<file path="config.mk">
export PLATFORM = sky130hd
export DESIGN_NAME = i2c_register_transfer_sequencer
export DESIGN_NICKNAME = d
export VERILOG_FILES = /design/src/i2c_rts_pkg.sv /design/src/i2c_register_transfer_sequencer.sv
export VERILOG_INCLUDE_DIRS = /design/src /design/src/src
export SDC_FILE = /design/constraint.sdc
export NUM_CORES = 1
export LEC_CHECK = 0
export BUFFER_PORTS_ARGS = -buffer_cell sky130_fd_sc_hd__buf_2
export CELL_PAD_IN_SITES_DETAIL_PLACEMENT = 1
export CELL_PAD_IN_SITES_GLOBAL_PLACEMENT = 1
export CORE_UTILIZATION = 42
export CTS_BUF_LIST = sky130_fd_sc_hd__clkbuf_16
export CTS_CLUSTER_SIZE = 14
export DETAILED_ROUTE_END_ITERATION = 16
export PLACE_DENSITY = 0.84
export SYNTH_ARGS = -nofsm -noshare
export SYNTH_HDL_FRONTEND = slang
export SYNTH_SLANG_ARGS = --single-unit
export TNS_END_PERCENT = 30
</file>
<file path="constraint.sdc">
create_clock -name clk -period 4.3 [get_ports clk]
set_clock_uncertainty 0.15 [all_clocks]
set_input_delay 0 -clock clk [delete_from_list [all_inputs] [get_ports clk]]
set_output_delay 0 -clock clk [all_outputs]
set_load 0.02 [all_outputs]
</file>
<file path="src/i2c_register_transfer_sequencer_macros.svh">
`ifndef I2C_REGISTER_TRANSFER_SEQUENCER_MACROS_SVH
`define I2C_REGISTER_TRANSFER_SEQUENCER_MACROS_SVH

// same-cycle implication, sampled on clk, off during rst
`define RTS_ASSERT_NOW(label, pre, post) \
  label: assert property (@(posedge clk) disable iff (rst) (pre) |-> (post)) \
    else $error("sequencer check failed");

// next-cycle implication, sampled on clk, off during rst
`define RTS_ASSERT_NEXT(label, pre, post) \
  label: assert property (@(posedge clk) disable iff (rst) (pre) |=> (post)) \
    else $error("sequencer check failed");

`endif

</file>
<file path="src/i2c_rts_pkg.sv">
package i2c_rts_pkg;

  typedef enum logic [3:0] {
    PH_IDLE      = 4'd0,
    PH_REQ       = 4'd1,
    PH_ADDRESSED = 4'd2,
    PH_REG_SENT  = 4'd3,
    PH_RESTART   = 4'd4,
    PH_READ_ADDR = 4'd5,
    PH_READING   = 4'd6,
    PH_WRITING   = 4'd7,
    PH_CLOSING   = 4'd8
  } phase_t;

  localparam logic [1:0] OP_START = 2'd0;
  localparam logic [1:0] OP_EVENT = 2'd1;
  localparam logic [1:0] OP_ERROR = 2'd2;

  localparam logic [2:0] EV_START_SENT = 3'd0;
  localparam logic [2:0] EV_TX_SEL     = 3'd1;
  localparam logic [2:0] EV_RX_SEL     = 3'd2;
  localparam logic [2:0] EV_RX_BYTE    = 3'd3;
  localparam logic [2:0] EV_BYTE_DONE  = 3'd4;
  localparam logic [2:0] EV_ACK_FAIL   = 3'd5;

  localparam logic [2:0] CMD_NONE      = 3'd0;
  localparam logic [2:0] CMD_ADDR_W    = 3'd1;
  localparam logic [2:0] CMD_ADDR_R    = 3'd2;
  localparam logic [2:0] CMD_DATA      = 3'd3;
  localparam logic [2:0] CMD_START     = 3'd4;
  localparam logic [2:0] CMD_STOP      = 3'd5;
  localparam logic [2:0] CMD_DATA_STOP = 3'd6;

  localparam logic [1:0] ACK_KEEP    = 2'd0;
  localparam logic [1:0] ACK_ENABLE  = 2'd1;
  localparam logic [1:0] ACK_DISABLE = 2'd2;

  localparam logic [1:0] ST_BUSY    = 2'd0;
  localparam logic [1:0] ST_OK      = 2'd1;
  localparam logic [1:0] ST_NOSLAVE = 2'd2;
  localparam logic [1:0] ST_PROTO   = 2'd3;

  typedef struct packed {
    logic [1:0] operation;
    logic       is_read;
    logic [6:0] dev_addr;
    logic [7:0] reg_addr;
    logic [7:0] byte_count;
    logic [2:0] event_code;
    logic [7:0] rx_data;
    logic [7:0] write_data;
  } req_t;

  typedef struct packed {
    logic [2:0] command;
    logic [7:0] tx_byte;
    logic [1:0] ack_action;
    logic       buffer_events_on;
    logic       rx_valid;
    logic [7:0] rx_byte;
    logic [1:0] status;
  } rsp_t;

endpackage

</file>
<file path="src/i2c_register_transfer_sequencer.sv">
// The result is registered: rsp_valid rises in the cycle after a request is accepted.
// Throughput: one request per cycle while rsp_ready is high; the result register frees in the cycle it is taken.
// Reset: rst (synchronous, active high) sets phase idle, clears the latched
// transfer fields and drops rsp_valid.
module i2c_register_transfer_sequencer (
  input  logic               clk,
  input  logic               rst,
  input  logic               req_valid,
  output logic               req_ready,
  input  i2c_rts_pkg::req_t  req,
  output logic               rsp_valid,
  input  logic               rsp_ready,
  output i2c_rts_pkg::rsp_t  rsp
);

  i2c_rts_pkg::phase_t phase, phase_next;
  logic       read_mode, read_mode_next;
  logic [6:0] target_device, target_device_next;
  logic [7:0] target_register, target_register_next;
  logic [7:0] bytes_left, bytes_left_next;
  logic [7:0] bytes_dec;
  i2c_rts_pkg::rsp_t res;
  logic       accept;

  assign req_ready = !rsp_valid || rsp_ready;
  assign accept    = req_valid && req_ready;
  assign bytes_dec = bytes_left - 8'd1;

  always_comb begin
    phase_next           = phase;
    read_mode_next       = read_mode;
    target_device_next   = target_device;
    target_register_next = target_register;
    bytes_left_next      = bytes_left;
    res                  = '0;
    case (req.operation)
      i2c_rts_pkg::OP_START: begin
        if (phase == i2c_rts_pkg::PH_IDLE) begin
          read_mode_next       = req.is_read;
          target_device_next   = req.dev_addr;
          target_register_next = req.reg_addr;
          bytes_left_next      = (req.byte_count == 8'd0) ? 8'd1 : req.byte_count;
          res.command          = i2c_rts_pkg::CMD_START;
          phase_next           = i2c_rts_pkg::PH_REQ;
        end
      end
      i2c_rts_pkg::OP_EVENT: begin
        case (phase)
          i2c_rts_pkg::PH_REQ: begin
            if (req.event_code == i2c_rts_pkg::EV_START_SENT) begin
              res.command = i2c_rts_pkg::CMD_ADDR_W;
              res.tx_byte = {target_device, 1'b0};
              if (read_mode) res.ack_action = i2c_rts_pkg::ACK_ENABLE;
              phase_next = i2c_rts_pkg::PH_ADDRESSED;
            end else if (read_mode) begin
              res.status = i2c_rts_pkg::ST_PROTO;
              phase_next = i2c_rts_pkg::PH_IDLE;
            end
          end
          i2c_rts_pkg::PH_ADDRESSED: begin
            if (req.event_code == i2c_rts_pkg::EV_TX_SEL) begin
              res.command = i2c_rts_pkg::CMD_DATA;
              res.tx_byte = target_register;
              phase_next  = read_mode ? i2c_rts_pkg::PH_REG_SENT : i2c_rts_pkg::PH_WRITING;
            end
          end
          i2c_rts_pkg::PH_REG_SENT: begin
            if (req.event_code == i2c_rts_pkg::EV_BYTE_DONE) begin
              res.command = i2c_rts_pkg::CMD_START;
              phase_next  = i2c_rts_pkg::PH_RESTART;
            end
          end
          i2c_rts_pkg::PH_RESTART: begin
            if (req.event_code == i2c_rts_pkg::EV_START_SENT) begin
              res.command          = i2c_rts_pkg::CMD_ADDR_R;
              res.tx_byte          = {target_device, 1'b1};
              res.buffer_events_on = 1'b1;
              phase_next           = i2c_rts_pkg::PH_READ_ADDR;
            end
          end
          i2c_rts_pkg::PH_READ_ADDR: begin
            if (req.event_code == i2c_rts_pkg::EV_RX_SEL) begin
              if (bytes_left == 8'd1) res.ack_action = i2c_rts_pkg::ACK_DISABLE;
              phase_next = i2c_rts_pkg::PH_READING;
            end
          end
          i2c_rts_pkg::PH_READING: begin
            if (req.event_code == i2c_rts_pkg::EV_RX_BYTE) begin
              res.rx_valid    = 1'b1;
              res.rx_byte     = req.rx_data;
              bytes_left_next = bytes_dec;
              if (bytes_dec == 8'd1) begin
                res.ack_action = i2c_rts_pkg::ACK_DISABLE;
              end else if (bytes_dec == 8'd0) begin
                res.command = i2c_rts_pkg::CMD_STOP;
                res.status  = i2c_rts_pkg::ST_OK;
                phase_next  = i2c_rts_pkg::PH_IDLE;
              end
            end
          end
          i2c_rts_pkg::PH_WRITING: begin
            if (req.event_code == i2c_rts_pkg::EV_BYTE_DONE) begin
              res.tx_byte     = req.write_data;
              bytes_left_next = bytes_dec;
              if (bytes_dec == 8'd0) begin
                res.command = i2c_rts_pkg::CMD_DATA_STOP;
                phase_next  = i2c_rts_pkg::PH_CLOSING;
              end else begin
                res.command = i2c_rts_pkg::CMD_DATA;
              end
            end
          end
          i2c_rts_pkg::PH_CLOSING: begin
            res.status = i2c_rts_pkg::ST_OK;
            phase_next = i2c_rts_pkg::PH_IDLE;
          end
          default: begin
          end
        endcase
      end
      i2c_rts_pkg::OP_ERROR: begin
        if (phase == i2c_rts_pkg::PH_ADDRESSED) begin
          if (req.event_code == i2c_rts_pkg::EV_ACK_FAIL) begin
            res.status = i2c_rts_pkg::ST_NOSLAVE;
            phase_next = i2c_rts_pkg::PH_IDLE;
          end
        end else if (phase != i2c_rts_pkg::PH_IDLE) begin
          res.status = i2c_rts_pkg::ST_PROTO;
          phase_next = i2c_rts_pkg::PH_IDLE;
        end
      end
      default: begin
      end
    endcase
  end

  always_ff @(posedge clk) begin
    if (rst) begin
      phase           <= i2c_rts_pkg::PH_IDLE;
      read_mode       <= 1'b0;
      target_device   <= 7'd0;
      target_register <= 8'd0;
      bytes_left      <= 8'd0;
      rsp_valid       <= 1'b0;
    end else begin
      if (accept) begin
        phase           <= phase_next;
        read_mode       <= read_mode_next;
        target_device   <= target_device_next;
        target_register <= target_register_next;
        bytes_left      <= bytes_left_next;
        rsp_valid       <= 1'b1;
      end else if (rsp_ready) begin
        rsp_valid <= 1'b0;
      end
    end
  end

  always_ff @(posedge clk) begin
    if (accept) rsp <= res;
  end

`include "i2c_register_transfer_sequencer_macros.svh"

`RTS_ASSERT_NOW(a_count_live, (phase != i2c_rts_pkg::PH_IDLE && phase != i2c_rts_pkg::PH_CLOSING), (bytes_left != 8'd0))
`RTS_ASSERT_NEXT(a_busy_start_dropped, (accept && req.operation == i2c_rts_pkg::OP_START && phase != i2c_rts_pkg::PH_IDLE), (rsp_valid && rsp.command == i2c_rts_pkg::CMD_NONE))
`RTS_ASSERT_NOW(a_final_idle, (rsp_valid && rsp.status != i2c_rts_pkg::ST_BUSY && $past(accept)), (phase == i2c_rts_pkg::PH_IDLE))

endmodule

</file>
; Yosys cells after proc, flatten, opt, wreduce, memory -nomap -nowiden
; Index checks and enable logic that the tools add are counted.
[op_classes]
n_addsub = 1
eq_ne = 32
mux = 56
reduce_logical = 18
[ops]
columns = cell, n
row1 = 4-bit two-way mux, 15
row2 = 11-bit two-way mux, 3
row3 = 3-bit != test (second input constant), 11
row4 = 8-bit two-way mux, 4
row5 = 4-bit case mux with 8 select lines, 1
row6 = 8-bit case mux with 2 select lines, 2
row7 = 8-bit case mux with 4 select lines, 1
row8 = 3-bit two-way mux, 7
row9 = 10-bit two-way mux, 2
row10 = 2-bit two-way mux, 9
row11 = 3-bit case mux with 6 select lines, 1
row12 = 4-bit by 3-bit == test with 1-bit output (second input constant), 4
row13 = 8-bit by 1-bit == test with 1-bit output (second input constant), 2
row14 = 8-bit zero test, 2
row15 = 16-bit AND reduction, 1
row16 = 2-bit case mux with 3 select lines, 2
row17 = 4-bit case mux with 3 select lines, 1
row18 = 9-bit by 2-bit != test with 1-bit output (second input constant), 1
row19 = 4-bit by 2-bit == test with 1-bit output (second input constant), 2
row20 = 8-bit by 1-bit subtractor with 8-bit output (second input constant), 1
row21 = 3-bit by 2-bit == test with 1-bit output (second input constant), 2
row22 = 3-bit == test (second input constant), 2
row23 = 1-bit two-way mux, 6
row24 = 3-bit case mux with 2 select lines, 1
row25 = 21 further kinds, 24
[totals]
regBits = 54

; Longest topological paths before layout
; Gate-level depths: netlist of the first run.
[logic_depth]
depth_word = 7
mapped_depth = 9

; Worst setup path after synthesis of the first run
; Ideal clock, no wire load.
[synth_path]
path_kind = register to register
from = register bytes_left[0]
to = register rsp[0] (netlist bit), data pin
setup_time_ns = 0.154
arrival_ns = 2.040
required_time_ns = 3.996
path_slack_ns = 1.956
stages_incl_launch_ff = 9
n_path_buf = 0
period_less_slack_ns = 2.344
path_cell_list = dfxtp_1 > inv_1 > ha_1 > nor2_1 > a31oi_1 > or4_4 > nor4_4 > o21ai_0 > a21boi_0
[synth_rtl]
columns = element, line_no
row1 = start: declaration, i2c_register_transfer_sequencer.sv:20  ; logic [7:0] bytes_left, bytes_left_next;
row2 = start signal: assignment, i2c_register_transfer_sequencer.sv:151  ; bytes_left <= bytes_left_next;
row3 = end signal: assignment, i2c_register_transfer_sequencer.sv:160  ; if (accept) rsp <= res;
row4 = end: declaration, i2c_register_transfer_sequencer.sv:13  ; output i2c_rts_pkg::rsp_t rsp

==> results of run 1 <==
synth_stat cells (all sizes together), types with 2 or more instances:
library cell / n
inv: 10
mux2i: 3
a21oi: 32
nor3: 8
edfxtp: 25
a31oi: 4
nand4b: 3
nor2: 26
a222oi: 7
or3: 5
a21o: 3
o21ai: 16
ha: 7
a211oi: 3
dfxtp: 29
a311oi: 2
or3b: 2
or2: 2
nand2b: 11
nor2b: 4
a2bb2oi: 2
nor4b: 2
clkbuf: 14
o2bb2ai: 2
or4: 2
nand3: 6
and3: 2
nand4: 4
nor4: 6
a221oi: 2
xnor2: 3
nand2: 50
buf: 9
and2: 12
area by class of cell:
type | instances | area share
clock buffers | 5 | 0.03166
repair buffers | 116 | 0.1982
well taps | 96 | 0.03039
diodes | 1 | 0.0006331
inverters | 10 | 0.009497
multi-input cells | 248 | 0.3824
clock inverters | 3 | 0.01045
flip-flops and latches | 54 | 0.3368
through the flow:
stage	power, W	instance area, sq um	hold WS, ns	worst slack (ns)
after detailed placement	0.0007303	3383	0.09954	1.588
after CTS	0.001206	3950	0.005677	1.525
after global routing	0.001253	3950	0.06136	1.281
after floorplan	0.0006741	2993	-0.02053	1.956
final	0.001217	3953	0.006995	1.495
after global placement	0.0007259	3383	0.09207	1.627
layer usage:
metal	global-route usage	wire [microns]	vias up
li1	-	-	1416
met1	0.3206	3940	1453
met2	0.4971	5149	122
met3	0.03333	477	14
met4	0.1273	243	0
met5	0	0	-
how the worst min path moves through the flow:
stage	from	to	slack [ns]	cells after the start
6_report	req[19]	bytes_left[0]	0.007	5
5_1_grt	req[22]	bytes_left[3]	0.06	4
4_1_cts	req[19]	bytes_left[0]	0.006	5
3_5_place_dp	req[30]	target_register[3]	0.1	3
3_3_place_gp	req[40]	target_device[5]	0.09	3
2_1_floorplan	req_valid	rsp_valid	-0.02	2
state kept, by name, indices dropped and copies added, names as in the netlist:
| name | cells |
|---|---|
| bytes_left | 8 |
| target_register | 8 |
| rsp_valid | 1 |
| phase | 4 |
| rsp | 25 |
| read_mode | 1 |
| target_device | 7 |
cells by family after synthesis:
family | synth area share
flip-flops | 0.4448
buffers and inverters | 0.05017
XOR/XNOR | 0.01171
adder cells (fa/ha/maj) | 0.02926
AND/OR/NAND/NOR | 0.2625
AO/OA/AOI/OAI | 0.1915
multiplexers | 0.01003
power groups by stage:
stage                     registers, W   logic, W  clock network (W)
final                         0.000572   0.000182           0.000462
after global routing          0.000574   0.000198           0.000481
after CTS                     0.000571   0.000178           0.000458
after detailed placement      0.000582   0.000148                  0
after global placement        0.000581   0.000145                  0
after floorplan               0.000591  0.0000834                  0
worst register-to-register path, stage by stage (launching register included):
cell and delay [ns]:
dfxtp_1 0.47, inv_1 0.13, ha_1 0.30, nor2_1 0.12, a31oi_1 0.11, or4_4 0.60, nor4_4 0.37, o21ai_0 0.16
a21boi_0 0.22
==> results.yml, run 1 <==
run_status:
  status: "complete, no violations"
power_and_ir_drop:
  intPower_w: 0.0009095
  p_per_area_nw_per_um2: 307.9
  comb_power_share: 0.150
  netSwitchingFraction: 0.2526
  ir_worst_vdd_uv: 201.6
  seqPwrFrac: 0.470
  clock_power_share: 0.380
  leakage_nw: 1.535
  netSwitchingPower_w: 0.0003073
synth:
  async_reset_ff_frac: 0
  synthTopCellsByArea: "edfxtp_1 25%, dfxtp_1 19%, nand2_1 6.3%"
  ys.flop_type: "dfxtp_1"
  synthDominantAreaCellType: "edfxtp_1"
  synth_cell_types: 60
  synth_edf_count: 25
  synth_area_sq_um: 2993
  ys_warn_count: 0
  yosysTopAreaCellShare: 0.2508
  synth_seq_area_share: 0.4448
  syn_nets: 391
  syn_avg_cell_area_sq_um: 8.934
  postSynthCellCount: 335
  synth-seq-cells: 54
clock_tree:
  cts-root-buf: "clkbuf_16"
  cts.clk_slew.worst_paths_ns: 0.07
  hold_buffers: 40
  worstSkewPairLatency_ns: 0.30
  cts_tree: "done"
  postCtsSetupRepairBufs: 0
  cts_num_sinks: 54
  clockBufferDepth: 2
  cts_buffers: 5
  h-tree-depth: 2
  cts_resized: 0
layout:
  fin_cells: 533
  regArea_sq_um: 1331
  post-route-util: 0.5786
  multi_input_area_sq_um: 1511
  syn_to_final_growth_pct: 32.07
  most-common-layout-cells: "75 x buf_2, 50 x nand2_1, 40 x dlygate4sd3_1"
  n_fill_cell: 825
  drive_gt1_frac: 0.2133
  fin_nets: 491
  final_common_cell: "buf_2"
detailed_routing:
  wl_mm: 9.811
  wl_per_cell_microns: 18.41
  drc: 0
  dr.pass1.iters: 5
  ant_nets: 0
  first_iter_violations: 201
  via_count: 3005
  vias_per_cell: 5.638
worst_setup_path:
  cp_max_fo: 9
  cp-start-kind: "flip-flop"
  path_cells: "inv_1 -> ha_1 -> nor2_1 -> a31oi_1 -> or4_4 -> nor4_4 -> o21ai_0 -> a21boi_0"
  reg2regPathDepth: 8
  r2r-start: "bytes_left[0]"
  cp.arrival_ns: 2.79
  max_stage_delay_ns: 0.60
  critPathSlowestCell: "or4_4"
  r2r_slack_ns: 1.50
  critical_path_buf_inv_count: 1
  crit_end: "rsp[0]"
  reg2reg_to: "rsp[0]"
  required_ns: 4.28
  critPathKind: "reg2reg"
  path_depth: 8
  crit_family: "simple AND/OR/NAND/NOR gates"
  crit_path_start: "bytes_left[0]"
  cp-end-kind: "flip-flop"
placement:
  port_buffers: 75
  place_inst: 484
  dp_hpwl_mm: 5.803
  finalWeightedCongestion: 0.8795
job:
  cap_viol_max_count: 0
timing:
  finalCritPeriodShare: 0.6523
  maxSlewViolCount: 0
  setup_viol: 0
  fmax_mhz: 356.5
  tns_ns: 0
  slew_headroom: 0.2749
  hold_viol: 0
  min_period_ns: 2.805
  worstMarginPinSlew_ns: 1.084
  rsz0062_at_grt: "false"
floorplanning:
  die_w_microns: 86.42
  num_rows: 30
  die-area_sq_um: 7468
  core_sq_um: 6832
  dieHeight_microns: 86.42
  io_pins: 76
  start_util: 0.4381
global_route:
  grt_pass1_vias: 3065
  grt_usage: 0.2735
  grt_overflow: 0
  grt_max_degree: 32
  grt_pass1_wl_mm: 15.37
  antenna_found_initial: 0
hold_path:
  hp-class: "in2reg"
Power figures use the tool's default switching activity.
==> run 2: changes to the inputs <==
--- a/config.mk
+++ b/config.mk
@@ -9,11 +9,11 @@
 export BUFFER_PORTS_ARGS = -buffer_cell sky130_fd_sc_hd__buf_2
 export CELL_PAD_IN_SITES_DETAIL_PLACEMENT = 1
 export CELL_PAD_IN_SITES_GLOBAL_PLACEMENT = 1
-export CORE_UTILIZATION = 42
+export CORE_UTILIZATION = 39
 export CTS_BUF_LIST = sky130_fd_sc_hd__clkbuf_16
 export CTS_CLUSTER_SIZE = 14
 export DETAILED_ROUTE_END_ITERATION = 16
-export PLACE_DENSITY = 0.84
+export PLACE_DENSITY = 0.79
 export SYNTH_ARGS = -nofsm -noshare
 export SYNTH_HDL_FRONTEND = slang
 export SYNTH_SLANG_ARGS = --single-unit
==> constraint.sdc (replaced) <==
create_clock -name clk -period 2.7 [get_ports clk]
set_clock_uncertainty 0.15 [all_clocks]
set_input_delay 0 -clock clk [delete_from_list [all_inputs] [get_ports clk]]
set_output_delay 0 -clock clk [all_outputs]
set_load 0.02 [all_outputs]
==> results.yml, run 2 (synthesized netlist as in run 1, its figures left out) <==
detailed_routing:
  ant_nets: 0
  vias_per_cell: 5.627
  dr.pass1.iters: 5
  wl_mm: 9.936
  drc: 0
  first_iter_violations: 289
  via_count: 3089
  wl_per_cell_microns: 18.10
layout:
  multi_input_area_sq_um: 1514
  most-common-layout-cells: "75 x buf_2, 50 x nand2_1, 40 x dlygate4sd3_1"
  largest_reg_flops: 25
  syn_to_final_growth_pct: 34.82
  reg_top3: "rsp: 25 flops, bytes_left: 8 flops, target_register: 8 flops"
  drive_gt1_frac: 0.2428
  final_area_sq_um: 4035
  regMostFlops: "rsp"
  n_fill_cell: 876
  final_common_cell: "buf_2"
  regArea_sq_um: 1334
  fin_nets: 504
power_and_ir_drop:
  leakage_nw: 1.598
  ir_worst_vdd_uv: 254.8
  p_per_area_nw_per_um2: 462.0
worst_setup_path:
  reg2reg_to: "target_device[6]"
  path_depth: 5
  reg2regPathDepth: 5
  crit_end: "target_device[6]"
  crit_path_start: "phase[0]"
  critical_path_buf_inv_count: 0
  cp_common_cell: "nor2_1"
  critPathSlowestCell: "nor2_1"
  cp-end-kind: "flip-flop"
  crit_family: "simple AND/OR/NAND/NOR gates"
  r2r-start: "phase[0]"
  required_ns: 2.75
  path_cells: "nor2_1 -> nand3_1 -> nor2_1 -> nand2_1 -> a21oi_1"
  cp-start-kind: "flip-flop"
  max_stage_delay_ns: 0.86
  r2r_slack_ns: 0.11
  cp.arrival_ns: 2.64
  cp_max_fo: 16
  critPathKind: "reg2reg"
floorplanning:
  io_pins: 76
  die-area_sq_um: 8028
  num_rows: 31
  die_w_microns: 89.60
  dieHeight_microns: 89.60
  start_util: 0.4083
  core_sq_um: 7331
global_route:
  grt_pass1_vias: 3119
  grt_overflow: 0
  grt_use_met3: 0.04570
  antenna_found_initial: 0
  grt_usage: 0.2577
  grt_use_met1: 0.3047
  grt_pass1_wl_mm: 15.53
  grt_util_met2: 0.4587
  grt_max_degree: 32
  top_usage_layer: "met2"
clock_tree:
  cts_tree: "done"
  worstSkewPairLatency_ns: 0.30
  cts-root-buf: "clkbuf_16"
  h-tree-depth: 2
  cts_buffers: 5
  cts.clk_slew.worst_paths_ns: 0.08
  clockBufferDepth: 2
  cts_num_sinks: 54
timing:
  fmax_mhz: 386.4
  tns_ns: 0
  hold_viol: 1
  setup_viol: 0
  worstMarginPinSlew_ns: 1.086
  finalCritPeriodShare: 0.9584
  maxSlewViolCount: 0
  rsz0062_at_grt: "false"
  worst_slack_ns: 0.1123
  timing.hold.ws_ns: -0.002021
  min_period_ns: 2.588
  slew_headroom: 0.2735
placement:
  pre_cts_slack_ns: 0.01817
  port_buffers: 75
  dp_hpwl_mm: 6.293
  dpl-instance-area_sq_um: 3485
  finalWeightedCongestion: 0.9512
hold_path:
  hp-class: "in2reg"
run_status:
  status: "finished, violations left"
  violations: "hold timing"
job:
  cap_viol_max_count: 0
## run 2: tightest hold or removal path, cell delays in order
cell and delay, ns:
buf_2 0.11, mux2i_1 0.12, or2_2 0.12, a21oi_1 0.05
## run 2: through the flow
stage                 util  hold slack, ns  power [W]  std cells
detailed placement  0.4753         0.09962   0.001174        500
global placement    0.4753         0.09476   0.001166        500
CTS                 0.5496         0.01257   0.001851        548
finish              0.5504       -0.002021   0.001864        549
global route        0.5501         0.02589   0.001925        548
floorplan                -        -0.02053   0.001074        335
## run 2: worst min path at each step
| stage | from | end | cells after the start |
|---|---|---|---|
| 3_3_place_gp | req[28] | target_register[1] | 3 |
| 3_5_place_dp | req[36] | target_device[1] | 3 |
| 2_1_floorplan | req_valid | rsp_valid | 2 |
| 6_report | req[22] | bytes_left[3] | 4 |
| 4_1_cts | req[22] | bytes_left[3] | 4 |
| 5_1_grt | req[22] | bytes_left[3] | 4 |
## run 2: what timing repair did
item	4_1_cts	5_1_grt
hold buffers	40	0
hold endpoints to repair	39	0
setup buffers	0	0
setup endpoints to repair	1	5
pin swaps	0	0
resized for setup	1	3
## run 2: power by group
group	switching (W)	leakage, nW	internal, W
clock network	0.000311	0.0754	0.000343
logic	0.000166	1.03	0.000135
registers	0.0000233	0.489	0.000885
## run 2: per-layer routing
metal,routed length [microns],share of wire
met3,520,0.052
met5,0,0
met4,307,0.031
met1,4117,0.41
met2,4990,0.50
## run 2: final cells by class
type	count	share of cell area
Clock buffer	5	0.03101
Clock inverter	3	0.004341
Antenna cell	1	0.0006202
Multi-Input combinational cell	248	0.3752
Tap cell	99	0.03070
Timing Repair Buffer	129	0.2183
Sequential cell	54	0.3305
Inverter	10	0.009302
==> run 3: changes to the inputs <==
--- a/config.mk
+++ b/config.mk
@@ -9,6 +9,7 @@
 export BUFFER_PORTS_ARGS = -buffer_cell sky130_fd_sc_hd__buf_2
 export CELL_PAD_IN_SITES_DETAIL_PLACEMENT = 1
 export CELL_PAD_IN_SITES_GLOBAL_PLACEMENT = 1
+export CORE_MARGIN = 2
 export CORE_UTILIZATION = 39
 export CTS_BUF_LIST = sky130_fd_sc_hd__clkbuf_16
 export CTS_CLUSTER_SIZE = 14
==> results.yml, run 3 (synthesized netlist as in run 1, its figures left out) <==
run_status:
  status: "complete, no violations"
hold_path:
  hp-class: "in2reg"
worst_setup_path:
  cp-start-kind: "flip-flop"
  r2r-start: "phase[3]"
  crit_path_start: "phase[3]"
  cp-end-kind: "flip-flop"
  cp_max_fo: 14
  crit_end: "rsp[13]"
  cp.arrival_ns: 2.49
  required_ns: 2.61
  reg2regPathDepth: 6
  reg2reg_to: "rsp[13]"
  critPathKind: "reg2reg"
  r2r_slack_ns: 0.12
detailed_routing:
  route.met2.wl_mm: 4.799
  via_count: 2949
  ant_nets: 0
  vias_per_cell: 5.401
  wl_per_cell_microns: 17.67
  dr_wl_met3_microns: 487
  drc: 0
  first_iter_violations: 187
  dr.pass1.iters: 4
  wl_met1_mm: 4.154
  wl_mm: 9.648
  highest_layer: "met4"
timing:
  min_period_ns: 2.579
  worst_slack_ns: 0.1212
  hold_viol: 0
  worstMarginPinSlew_ns: 1.050
  fmax_mhz: 387.8
  finalCritPeriodShare: 0.9551
  maxSlewViolCount: 0
  tns_ns: 0
  slew_headroom: 0.2936
  setup_viol: 0
  rsz0062_at_grt: "false"
clock_tree:
  clockBufferDepth: 2
  cts-root-buf: "clkbuf_16"
  postCtsSetupRepairBufs: 0
  cts_num_sinks: 54
  cts.clk_slew.worst_paths_ns: 0.07
  cts_buffers: 5
  cts_tree: "done"
  h-tree-depth: 2
  worstSkewPairLatency_ns: 0.29
floorplanning:
  core_sq_um: 7331
  num_rows: 31
  io_pins: 76
  dieHeight_microns: 91.60
  die_w_microns: 91.60
  start_util: 0.4083
  die-area_sq_um: 8391
job:
  cap_viol_max_count: 0
global_route:
  grt_max_degree: 32
  grt_overflow: 0
  antenna_found_initial: 0
  grt_usage: 0.2311
  grt_pass1_vias: 3008
  grt_pass1_wl_mm: 15.47
power_and_ir_drop:
  intPower_w: 0.001366
  seqPwrFrac: 0.492
  netSwitchingPower_w: 0.0004840
  clock_power_share: 0.346
  comb_power_share: 0.162
  ir_worst_vdd_uv: 233.2
  netSwitchingFraction: 0.2617
  p_per_area_nw_per_um2: 459.8
  leakage_nw: 1.579
layout:
  regArea_sq_um: 1334
  antenna_cells: 0
  final_common_cell: "buf_2"
  fin_cells: 546
  reg_top3: "rsp: 25 flops, bytes_left: 8 flops, target_register: 8 flops"
  fin_nets: 502
  regMostFlops: "rsp"
  n_fill_cell: 865
  syn_to_final_growth_pct: 34.41
  largest_reg_flops: 25
  post-route-util: 0.5487
  multi_input_area_sq_um: 1514
  drive_gt1_frac: 0.2371
  most-common-layout-cells: "75 x buf_2, 50 x nand2_1, 41 x dlygate4sd3_1"
placement:
  port_buffers: 75
  finalWeightedCongestion: 0.9322
  dp_hpwl_mm: 6.394
  place_inst: 497
  pre_cts_slack_ns: 0.03246
-- run 3: worst min-delay path by stage --
stage	slack (ns)	from	depth (start not counted)	end
global route	0.03	req[22]	4	bytes_left[3]
global placement	0.09	req[31]	3	target_register[4]
CTS	0.006	req[22]	4	bytes_left[3]
finish	0.002	req[22]	4	bytes_left[3]
detailed placement	0.1	req[38]	3	target_device[3]
floorplan	-0.02	req_valid	2	rsp_valid
-- run 3: area by class of cell --
type | count | area share
Tap cell | 99 | 0.03079
Timing Repair Buffer | 127 | 0.2159
Clock buffer | 5 | 0.03110
Multi-Input combinational cell | 248 | 0.3764
Clock inverter | 3 | 0.004977
Sequential cell | 54 | 0.3316
Inverter | 10 | 0.009331
-- run 3: layer usage --
layer / track usage / vias up
met5: 0 / -
met4: 0.06566 / 0
met3: 0.03485 / 15
met2: 0.4093 / 98
met1: 0.2899 / 1400
li1: - / 1436
-- run 3: stage by stage --
| stage | area, sq um | power (W) | hold WS, ns |
|---|---|---|---|
| 2_1_floorplan | 2993 | 0.001074 | -0.02053 |
| 3_3_place_gp | 3462 | 0.001168 | 0.09336 |
| 3_5_place_dp | 3462 | 0.001173 | 0.09707 |
| 4_1_cts | 4018 | 0.001851 | 0.006216 |
| 5_1_grt | 4023 | 0.001923 | 0.02706 |
| 6_report | 4023 | 0.001850 | 0.002431 |
-- run 3: repair_timing --
item / in CTS / in global routing
hold buffers: 41 / 0
hold endpoints to repair: 40 / 0
setup endpoints to repair: 0 / 11
gates resized for setup: 0 / 5
-- run 3: worst max-delay path, cell delays in order (launching register included) --
cell	delay [ns]
dfxtp_1	0.48
nor2_1	0.40
nand2_1	0.20
nor2_1	0.17
nand3_1	0.09
or4_1	0.47
a221oi_1	0.39
-- run 3: power by group through the flow --
stage | clock [W] | combinational (W) | sequential (W)
3_5_place_dp | 0 | 0.000248 | 0.000925
2_1_floorplan | 0 | 0.000133 | 0.000941
5_1_grt | 0.000684 | 0.000326 | 0.000913
3_3_place_gp | 0 | 0.000244 | 0.000924
6_report | 0.000640 | 0.000300 | 0.000909
4_1_cts | 0.000648 | 0.000296 | 0.000907
